===== config.mk =====
export PLATFORM = sky130hd
export DESIGN_NAME = prefix_varint_value_encoder_core
export DESIGN_NICKNAME = d
export VERILOG_FILES = /design/src/pvve_pkg.sv /design/src/prefix_varint_value_encoder_core.sv
export SDC_FILE = /design/constraint.sdc
export NUM_CORES = 1
export LEC_CHECK = 0
export BUFFER_PORTS_ARGS = -buffer_cell sky130_fd_sc_hd__buf_2
export CAP_MARGIN = 20
export CORE_UTILIZATION = 30
export DETAILED_ROUTE_END_ITERATION = 12
export GPL_TIMING_DRIVEN = 0
export MAX_ROUTING_LAYER = met4
export PLACE_DENSITY = 0.56
export RECOVER_POWER = 100
export SYNTH_ARGS = -nofsm -noshare
export SYNTH_HDL_FRONTEND = slang
export SYNTH_SLANG_ARGS = --single-unit
export TNS_END_PERCENT = 100

===== constraint.sdc =====
create_clock -name clk -period 6.05 [get_ports clk]
set_clock_uncertainty 0.2 [all_clocks]
set_input_delay 0.3025 -clock clk [delete_from_list [all_inputs] [get_ports clk]]
set_output_delay 0.3025 -clock clk [all_outputs]
set_load 0.005 [all_outputs]

===== src/pvve_pkg.sv =====
package pvve_pkg;

	// value type codes carried on the operation field
	typedef enum logic [3:0] {
		OP_BOOL    = 4'd0,
		OP_INT8    = 4'd1,
		OP_UINT8   = 4'd2,
		OP_UINT16  = 4'd3,
		OP_INT16   = 4'd4,
		OP_UINT32  = 4'd5,
		OP_INT32   = 4'd6,
		OP_UINT64  = 4'd7,
		OP_INT64   = 4'd8,
		OP_FLOAT32 = 4'd9,
		OP_FLOAT64 = 4'd10
	} op_t;

	localparam int unsigned MAX_EXTRA = 8;

	// leading-ones tag of the prefix byte for a given extra byte count
	function automatic logic [7:0] prefix_tag(input logic [3:0] extra);
		logic [7:0] tag;
		case (extra)
			4'd0:    tag = 8'h00;
			4'd1:    tag = 8'h80;
			4'd2:    tag = 8'hc0;
			4'd3:    tag = 8'he0;
			4'd4:    tag = 8'hf0;
			4'd5:    tag = 8'hf8;
			4'd6:    tag = 8'hfc;
			4'd7:    tag = 8'hfe;
			default: tag = 8'hff;
		endcase
		return tag;
	endfunction

	// number of extra bytes: one more for each 7-bit group boundary crossed
	function automatic logic [3:0] extra_bytes(input logic [63:0] v);
		logic [3:0] cnt;
		cnt = 4'd0;
		if (|v[63:7])  cnt = cnt + 4'd1;
		if (|v[63:14]) cnt = cnt + 4'd1;
		if (|v[63:21]) cnt = cnt + 4'd1;
		if (|v[63:28]) cnt = cnt + 4'd1;
		if (|v[63:35]) cnt = cnt + 4'd1;
		if (|v[63:42]) cnt = cnt + 4'd1;
		if (|v[63:49]) cnt = cnt + 4'd1;
		if (|v[63:56]) cnt = cnt + 4'd1;
		return cnt;
	endfunction

endpackage


===== src/prefix_varint_value_encoder_core.sv =====
// an accepted item passes the input stage and the serializer stage; its bytes leave from the output register
// throughput: one byte per cycle on the result side while an item is sent; an item has
// 1 to 9 bytes, set by its encoded length (prefix byte plus up to eight extra bytes)
// a new item moves on to the serializer while the previous one sends its last byte
// reset clears the input, serializer and strobe valid flags; the receiver cannot stall
module prefix_varint_value_encoder_core
	import pvve_pkg::*;
(
	input  logic        clk,
	input  logic        arst_n,
	input  logic        start,
	output logic        busy,
	input  logic [3:0]  operation,
	input  logic [63:0] value,
	output logic        strobe,
	output logic [7:0]  out_byte,
	output logic        last
);

	logic        valid_s1;
	logic [3:0]  op_s1;
	logic [63:0] value_s1;

	logic        valid_s2;
	logic [63:0] enc_s2;
	logic [3:0]  extra_s2;
	logic [3:0]  idx_s2;

	logic        strobe_q;
	logic [7:0]  byte_q;
	logic        last_q;

	logic        accept;
	logic        s2_done;
	logic        s2_free;
	logic        load;

	logic        enc_ok;
	logic [63:0] enc_val;
	logic [3:0]  enc_extra;
	logic [15:0] zz16;
	logic [31:0] zz32;
	logic [63:0] zz64;

	logic [3:0]  shift_bytes;
	logic [63:0] shifted;
	logic [7:0]  cur_byte;

	// handshake and stage hand-off
	assign s2_done = valid_s2 && (idx_s2 == extra_s2);
	assign s2_free = !valid_s2 || s2_done;
	assign load    = valid_s1 && s2_free;
	assign busy    = valid_s1 && !s2_free;
	assign accept  = start && !busy;

	// zigzag mapping within the 16, 32 and 64-bit signed widths
	assign zz16 = {value_s1[14:0], 1'b0} ^ {16{value_s1[15]}};
	assign zz32 = {value_s1[30:0], 1'b0} ^ {32{value_s1[31]}};
	assign zz64 = {value_s1[62:0], 1'b0} ^ {64{value_s1[63]}};

	// map the typed value to the unsigned word to serialize
	always_comb begin
		enc_ok  = 1'b1;
		enc_val = 64'd0;
		unique case (op_s1) inside
			OP_BOOL:    enc_val = {63'd0, |value_s1};
			OP_INT8,
			OP_UINT8:   enc_val = {56'd0, value_s1[7:0]};
			OP_UINT16:  enc_val = {48'd0, value_s1[15:0]};
			OP_INT16:   enc_val = {48'd0, zz16};
			OP_UINT32:  enc_val = {32'd0, value_s1[31:0]};
			OP_INT32:   enc_val = {32'd0, zz32};
			OP_UINT64:  enc_val = value_s1;
			OP_INT64:   enc_val = zz64;
			OP_FLOAT32: enc_val = {32'd0, value_s1[7:0], value_s1[15:8],
				value_s1[23:16], value_s1[31:24]};
			OP_FLOAT64: enc_val = {value_s1[7:0], value_s1[15:8], value_s1[23:16],
				value_s1[31:24], value_s1[39:32], value_s1[47:40],
				value_s1[55:48], value_s1[63:56]};
			default:    enc_ok = 1'b0;
		endcase
	end

	// single raw bytes never take a prefix
	assign enc_extra = (op_s1 == OP_INT8 || op_s1 == OP_UINT8) ? 4'd0
		: extra_bytes(enc_val);

	// current byte: prefix byte carries the tag over the top bits
	assign shift_bytes = extra_s2 - idx_s2;
	assign shifted     = enc_s2 >> {shift_bytes, 3'b000};
	assign cur_byte    = shifted[7:0] | ((idx_s2 == 4'd0) ? prefix_tag(extra_s2) : 8'h00);

	// control registers
	always_ff @(posedge clk or negedge arst_n) begin
		if (!arst_n) begin
			valid_s1 <= 1'b0;
			valid_s2 <= 1'b0;
			strobe_q <= 1'b0;
		end else begin
			if (accept) begin
				valid_s1 <= 1'b1;
			end else if (load) begin
				valid_s1 <= 1'b0;
			end
			if (load) begin
				valid_s2 <= enc_ok;
			end else if (s2_done) begin
				valid_s2 <= 1'b0;
			end
			strobe_q <= valid_s2;
		end
	end

	// payload registers
	always_ff @(posedge clk) begin
		if (accept) begin
			op_s1    <= operation;
			value_s1 <= value;
		end
		if (load) begin
			enc_s2   <= enc_val;
			extra_s2 <= enc_extra;
			idx_s2   <= 4'd0;
		end else if (valid_s2) begin
			idx_s2 <= idx_s2 + 4'd1;
		end
		byte_q <= cur_byte;
		last_q <= s2_done;
	end

	// result beat outputs
	assign strobe   = strobe_q;
	assign out_byte = byte_q;
	assign last     = last_q;

endmodule


Word-level counts from Yosys, hierarchy flattened:

Memory sizes are Yosys's and may differ from the RTL's. A register that Yosys moved wholly into a read port is not among the register bits.
Index checks and enable logic that the tools add are counted.

* register bits: 152
* ROM bits: 56
* bits of input ports: 71
* output and inout port bits: 11
* logic and storage cells: 78
* memories kept: 1

Memory list
* (no name shown): depth 8, width 7, rd ports 1, clocked after Yosys merged registers in 1, write ports 0, line pvve_pkg.sv:23 `case (extra)`

* $add $sub $neg: 9
* equality and inequality tests: 11
* shift-type cells: 1
* multiplexer cells: 18
* bitwise gates (word level): 4
* reduce and logical (&&, ||, !) cells: 24

Operators with widths (count)
* one-hot mux 64 bit (10 select lines): 1
* OR reduction 64 bit: 1
* >> shifter 64 x 7 -> 8 bit: 1
* bitwise XOR 64 bit: 1
* OR reduction 57 bit: 1
* OR reduction 50 bit: 1
* OR reduction 43 bit: 1
* OR reduction 36 bit: 1
* adder 4 x 1 -> 4 bit (second input constant): 8
* bitwise XOR 32 bit: 1
* OR reduction 29 bit: 1
* 2-to-1 mux 4 bit: 7
* OR reduction 22 bit: 1
* == test 4 x 3 -> 1 bit (second input constant): 4
* 2-to-1 mux 8 bit: 2
* bitwise XOR 16 bit: 1
* OR reduction 15 bit: 1
* == test 4 bit (second input constant): 3
* OR reduction 11 bit: 1
* == test 4 x 2 -> 1 bit (second input constant): 2
* zero test 4 bit: 2
* bitwise OR 8 bit: 1
* OR reduction 8 bit: 1
* 2-to-1 mux 1 bit: 6
* other kinds (9): 17

Logic depth before layout (Yosys ltp):

* depth in word-level cells: 21
* mapped depth: 29

Worst setup path after synthesis:

OpenSTA, ideal clock, no wires.

* path type: reg2reg
* start: reg value_s1[31]
* end: reg with a tool-made name
* setup time: 0.133 ns
* arrival time: 5.813 ns
* data required time: 5.717 ns
* slack: -0.096 ns
* cell stages (with the launch flop): 27
* path buffers: 4
* period minus slack after synthesis: 6.146 ns
* cell sequence: edfxtp_1 buf_2 buf_1 clkbuf_1 inv_1 ha_1 and3b_1 o21ai_0 o211ai_1 nor3_1 and4_1 and3_1 nor2b_1 and3_1 ha_1 clkbuf_1 xor2_1 o21a_1 ha_1 xnor3_1 o21ai_0 ha_1 or3_1 nand3_1 nor2_1 a22oi_2 o211ai_1

RTL lines
* start, declared: line prefix_varint_value_encoder_core.sv:22 `logic [63:0] value_s1;`
* start signal, assigned: line prefix_varint_value_encoder_core.sv:118 `value_s1 <= value;`

==> results.json <==
{
  "synthAdderAreaFrac_pct": 2.09,
  "synth_mux_area_share_pct": 5.89,
  "powerDensity_nw_per_um2": 597,
  "port_buffers": 81,
  "area.growth.synth_to_final_pct": 33.1,
  "synth_top_area_share_pct": 43.7,
  "total_number_of_placement_rows": 64,
  "cp_data_arrival_time_ns": 6.09,
  "number_of_enable_type_register_cells_in_the_synthesized_netlist": 136,
  "setup.worst_path.class": "flop to flop",
  "post-route-period-util_pct": 98.9,
  "synth_cells": 817,
  "dp_hpwl_um": 24100,
  "dpl.cell_count": 1297,
  "clkPwrFrac_pct": 14.5,
  "worst-path-max-fanout": 10,
  "initialDrtViolationCount": 895,
  "tritoncts": "done",
  "final_layout_size_suffix_gt1_share_pct": 27.5,
  "yosys-top-cells-count": "136 x sky130_fd_sc_hd__edfxtp_1, 57 x sky130_fd_sc_hd__xnor2_1, 51 x sky130_fd_sc_hd__o21ai_0",
  "netlist_top_cells_area": "sky130_fd_sc_hd__edfxtp_1 44%, sky130_fd_sc_hd__xnor2_1 5.3%, sky130_fd_sc_hd__dfxtp_1 4.3%",
  "synth_ff_type": "sky130_fd_sc_hd__edfxtp_1",
  "number_of_global_route_vias_before_repair": 7666,
  "tightestPinTransition_ns": 1.08,
  "setup_viol": 0,
  "total_inserted_antenna_cells": 0,
  "hold_path.class": "flop to flop",
  "die_area_um2": 31800,
  "top_cell_type_by_total_area_after_synthesis": "sky130_fd_sc_hd__edfxtp_1",
  "multiInputGateArea_um2": 4700,
  "reg2reg_from": "op_s1[1]$_DFFE_PP_",
  "cts.clk_slew.worst_paths_ns": 0.08,
  "register_area_um2": 4560,
  "net-switching-power_w": 0.00320,
  "synth.net_count": 903,
  "worst_skew_pair.late_latency_ns": 0.45,
  "finalWeightedCongestion": 1.00,
  "syn_area_per_cell_um2": 11.4,
  "nNetsFinal": 1118,
  "timing_max_transition_violations_final": 0,
  "final_antenna_violating_net_count": 0,
  "worst_slack_ns": 0.0690,
  "ioPinCount": 82,
  "synth-async-reset-ratio_pct": 1.89,
  "power.leakage_nw": 4.60,
  "grtUsageTotal_pct": 21.9,
  "maxClockFrequency_mhz": 167,
  "initial_core_util_pct": 30.5,
  "cts-root-buf": "sky130_fd_sc_hd__clkbuf_16",
  "regToRegSetupSlack_ns": 0.07,
  "post_synth_xor_area_fraction_pct": 8.84,
  "count_of_max_cap_constraint_violations": 0,
  "rsz_0062_raised_after_global_routing": "yes",
  "synthesis.area_um2": 9340,
  "synth_top_family_by_area": "compound AO/OA/AOI/OAI gates",
  "clock-sinks": 159,
  "cp-start-kind": "flop",
  "worst-r2r-cell-count": 26,
  "synth-simple-area-share_pct": 14.1,
  "layout.filler_cells": 2947,
  "status": "finished clean",
  "ys_seq_elements": 159,
  "grt_max_degree": 75,
  "htree_num_levels": 4,
  "most_common_cell_in_the_netlist": "sky130_fd_sc_hd__edfxtp_1",
  "netSwitchingFraction_pct": 43.1,
  "ys_seq_area_share_pct": 48.8,
  "combPwrFrac_pct": 55.9,
  "overflow": 0,
  "power.share.sequential_pct": 29.6,
  "synth-compound-area-share_pct": 15.6,
  "drt_pass1_iterations": 7,
  "power_report.internal_total_w": 0.00423,
  "yosys.cell_types.count": 80,
  "min_period_ns": 5.98,
  "grt_first_pass_wirelength_um": 48400,
  "maximum_resistive_drop_on_vdd_mv": 0.282,
  "preCtsSetupSlack_ns": -1.41,
  "worst_setup_path_end_kind": "flop",
  "util_after_layout_pct": 40.6,
  "numCtsBuffers": 17,
  "via_count": 8036,
  "dieWidth_um": 178,
  "routed_wire_length_per_instance_um": 23.1,
  "core_um2": 30600,
  "detail_route.wirelength_um": 33300,
  "report.final.hold_viol_count": 0,
  "chipHeight_um": 178,
  "hold_ws_ns": 0.182,
  "fin_cells": 1441,
  "ys.warnings.count": 0,
  "post_drt_via_cell_ratio": 5.58,
  "antenna_found_initial": 0,
  "required_ns": 6.16,
  "timing.slew.headroom_pct": 27.7,
  "critPathLaunch": "op_s1[1]$_DFFE_PP_",
  "drc": 0,
  "clock_tree.buffer_depth": 2
}
[logic make-up (layout without fill, tap and decap cells)]
family / count (synthesis) / count (layout)
AO/OA/AOI/OAI: 200 / 200
XOR/XNOR: 89 / 89
adder cells (fa/ha/maj): 15 / 15
buffers and inverters: 100 / 328
flip-flops: 159 / 159
multiplexers: 33 / 33
AND/OR/NAND/NOR: 221 / 221
[worst min path at each step]
stage	startpoint	end	slack, ns	cells past startpoint
2_1_floorplan	arst_n	strobe$_DFF_PN0_	-0.19	0
3_3_place_gp	arst_n	strobe$_DFF_PN0_	-0.09	1
3_5_place_dp	arst_n	strobe$_DFF_PN0_	-0.09	1
4_1_cts	valid_s2$_DFFE_PN0P_	strobe$_DFF_PN0_	0.19	0
5_1_grt	valid_s2$_DFFE_PN0P_	strobe$_DFF_PN0_	0.20	0
6_report	valid_s2$_DFFE_PN0P_	strobe$_DFF_PN0_	0.18	0
[cell type report]
type / instances / area share [%]
plain buffers: 68 / 4.21
clock buffers: 18 / 3.45
clock inverters: 14 / 1.19
inverters: 29 / 0.896
multi-input cells: 558 / 37.8
flip-flops and latches: 159 / 36.7
well taps: 396 / 3.98
repair buffers: 199 / 11.8
[layer usage]
| layer | vias to the layer above | global-route usage (%) | part of all wire [%] |
|---|---|---|---|
| met3 | 81 | 3.47 | 7.0 |
| li1 | 3614 | - | - |
| met5 | - | - | 0 |
| met2 | 409 | 35.1 | 48 |
| met4 | 0 | 9.15 | 3.9 |
| met1 | 3932 | 27.3 | 41 |
[state kept, by name (all words and copies together), names as in the netlist, named ones only]
| name | flops |
|---|---|
| strobe | 1 |
| last | 1 |
| idx_s2 | 4 |
| enc_s2 | 64 |
| valid_s1 | 1 |
| value_s1 | 64 |
| extra_s2 | 4 |
| op_s1 | 4 |
| out_byte | 8 |
| valid_s2 | 1 |
[worst max-delay path, cell delays in order (launching register included)]
cell	delay [ns]
sky130_fd_sc_hd__edfxtp_1	0.40
sky130_fd_sc_hd__buf_4	0.15
sky130_fd_sc_hd__buf_6	0.14
sky130_fd_sc_hd__clkbuf_8	0.18
sky130_fd_sc_hd__clkbuf_2	0.24
sky130_fd_sc_hd__nor2b_1	0.46
sky130_fd_sc_hd__a22oi_1	0.12
sky130_fd_sc_hd__o211ai_1	0.53
sky130_fd_sc_hd__nor3_2	0.12
sky130_fd_sc_hd__and4_1	0.25
sky130_fd_sc_hd__and3_4	0.19
sky130_fd_sc_hd__nor2b_4	0.12
sky130_fd_sc_hd__buf_4	0.14
sky130_fd_sc_hd__ha_4	0.25
sky130_fd_sc_hd__clkbuf_16	0.16
sky130_fd_sc_hd__xor2_2	0.14
sky130_fd_sc_hd__o21a_1	0.23
sky130_fd_sc_hd__ha_4	0.29
sky130_fd_sc_hd__xnor3_1	0.25
sky130_fd_sc_hd__o21ai_2	0.18
sky130_fd_sc_hd__ha_4	0.22
sky130_fd_sc_hd__or3_4	0.33
sky130_fd_sc_hd__nand3_4	0.09
sky130_fd_sc_hd__nor2_2	0.04
sky130_fd_sc_hd__a22oi_2	0.16
sky130_fd_sc_hd__buf_6	0.15
sky130_fd_sc_hd__o211ai_1	0.08
[cell usage in the layout, fill, tap and decap left out, types with 7 or more instances in the layout]
| cell | instances |
|---|---|
| sky130_fd_sc_hd__a221o_1 | 16 |
| sky130_fd_sc_hd__nand2_1 | 44 |
| sky130_fd_sc_hd__buf_4 | 50 |
| sky130_fd_sc_hd__mux2i_1 | 12 |
| sky130_fd_sc_hd__clkbuf_1 | 23 |
| sky130_fd_sc_hd__nand4_1 | 11 |
| sky130_fd_sc_hd__and2_1 | 7 |
| sky130_fd_sc_hd__ha_1 | 10 |
| sky130_fd_sc_hd__xnor2_1 | 54 |
| sky130_fd_sc_hd__nor4_1 | 13 |
| sky130_fd_sc_hd__edfxtp_1 | 136 |
| sky130_fd_sc_hd__dlygate4sd3_1 | 71 |
| sky130_fd_sc_hd__o21ai_0 | 47 |
| sky130_fd_sc_hd__buf_6 | 15 |
| sky130_fd_sc_hd__buf_2 | 83 |
| sky130_fd_sc_hd__clkbuf_16 | 18 |
| sky130_fd_sc_hd__dfxtp_1 | 20 |
| sky130_fd_sc_hd__a222oi_1 | 14 |
| sky130_fd_sc_hd__xor2_1 | 28 |
| sky130_fd_sc_hd__a22oi_1 | 24 |
| sky130_fd_sc_hd__o211ai_1 | 7 |
| sky130_fd_sc_hd__a22o_1 | 16 |
| sky130_fd_sc_hd__buf_1 | 8 |
| sky130_fd_sc_hd__a21oi_1 | 11 |
| sky130_fd_sc_hd__nor3_1 | 8 |
| sky130_fd_sc_hd__inv_1 | 27 |
| sky130_fd_sc_hd__nor4bb_1 | 9 |
| sky130_fd_sc_hd__mux4_2 | 16 |
| sky130_fd_sc_hd__o22ai_1 | 22 |
| sky130_fd_sc_hd__and4b_1 | 9 |
| sky130_fd_sc_hd__nor2_1 | 29 |
| sky130_fd_sc_hd__nand3_1 | 21 |
[per-stage QoR]
step	power, W	setup TNS [ns]	cell area [um2]
floorplan	0.00463	0	9340
global placement	0.00575	-13.88	10200
detailed placement	0.00577	-13.14	10300
CTS	0.00717	0	12100
global route	0.00781	-0.566	12400
finish	0.00742	0	12400
[power groups by stage]
stage | logic [W] | clock network (W) | registers, W
6_report | 0.00415 | 0.00108 | 0.00220
5_1_grt | 0.00445 | 0.00113 | 0.00223
4_1_cts | 0.00388 | 0.00109 | 0.00219
3_5_place_dp | 0.00355 | 0 | 0.00222
3_3_place_gp | 0.00350 | 0 | 0.00224
2_1_floorplan | 0.00257 | 0 | 0.00206
[repair_timing]
| item | CTS | global route |
|---|---|---|
| hold buffers | 71 | 0 |
| setup buffers | 32 | 12 |
| gates resized for setup | 90 | 49 |
| endpoints found under the setup margin | 10 | 10 |
| cloned | 1 | 0 |
| endpoints found under the hold margin | 72 | 0 |
| pin swaps | 23 | 26 |
Note: power is estimated with default switching activity, not from simulation.
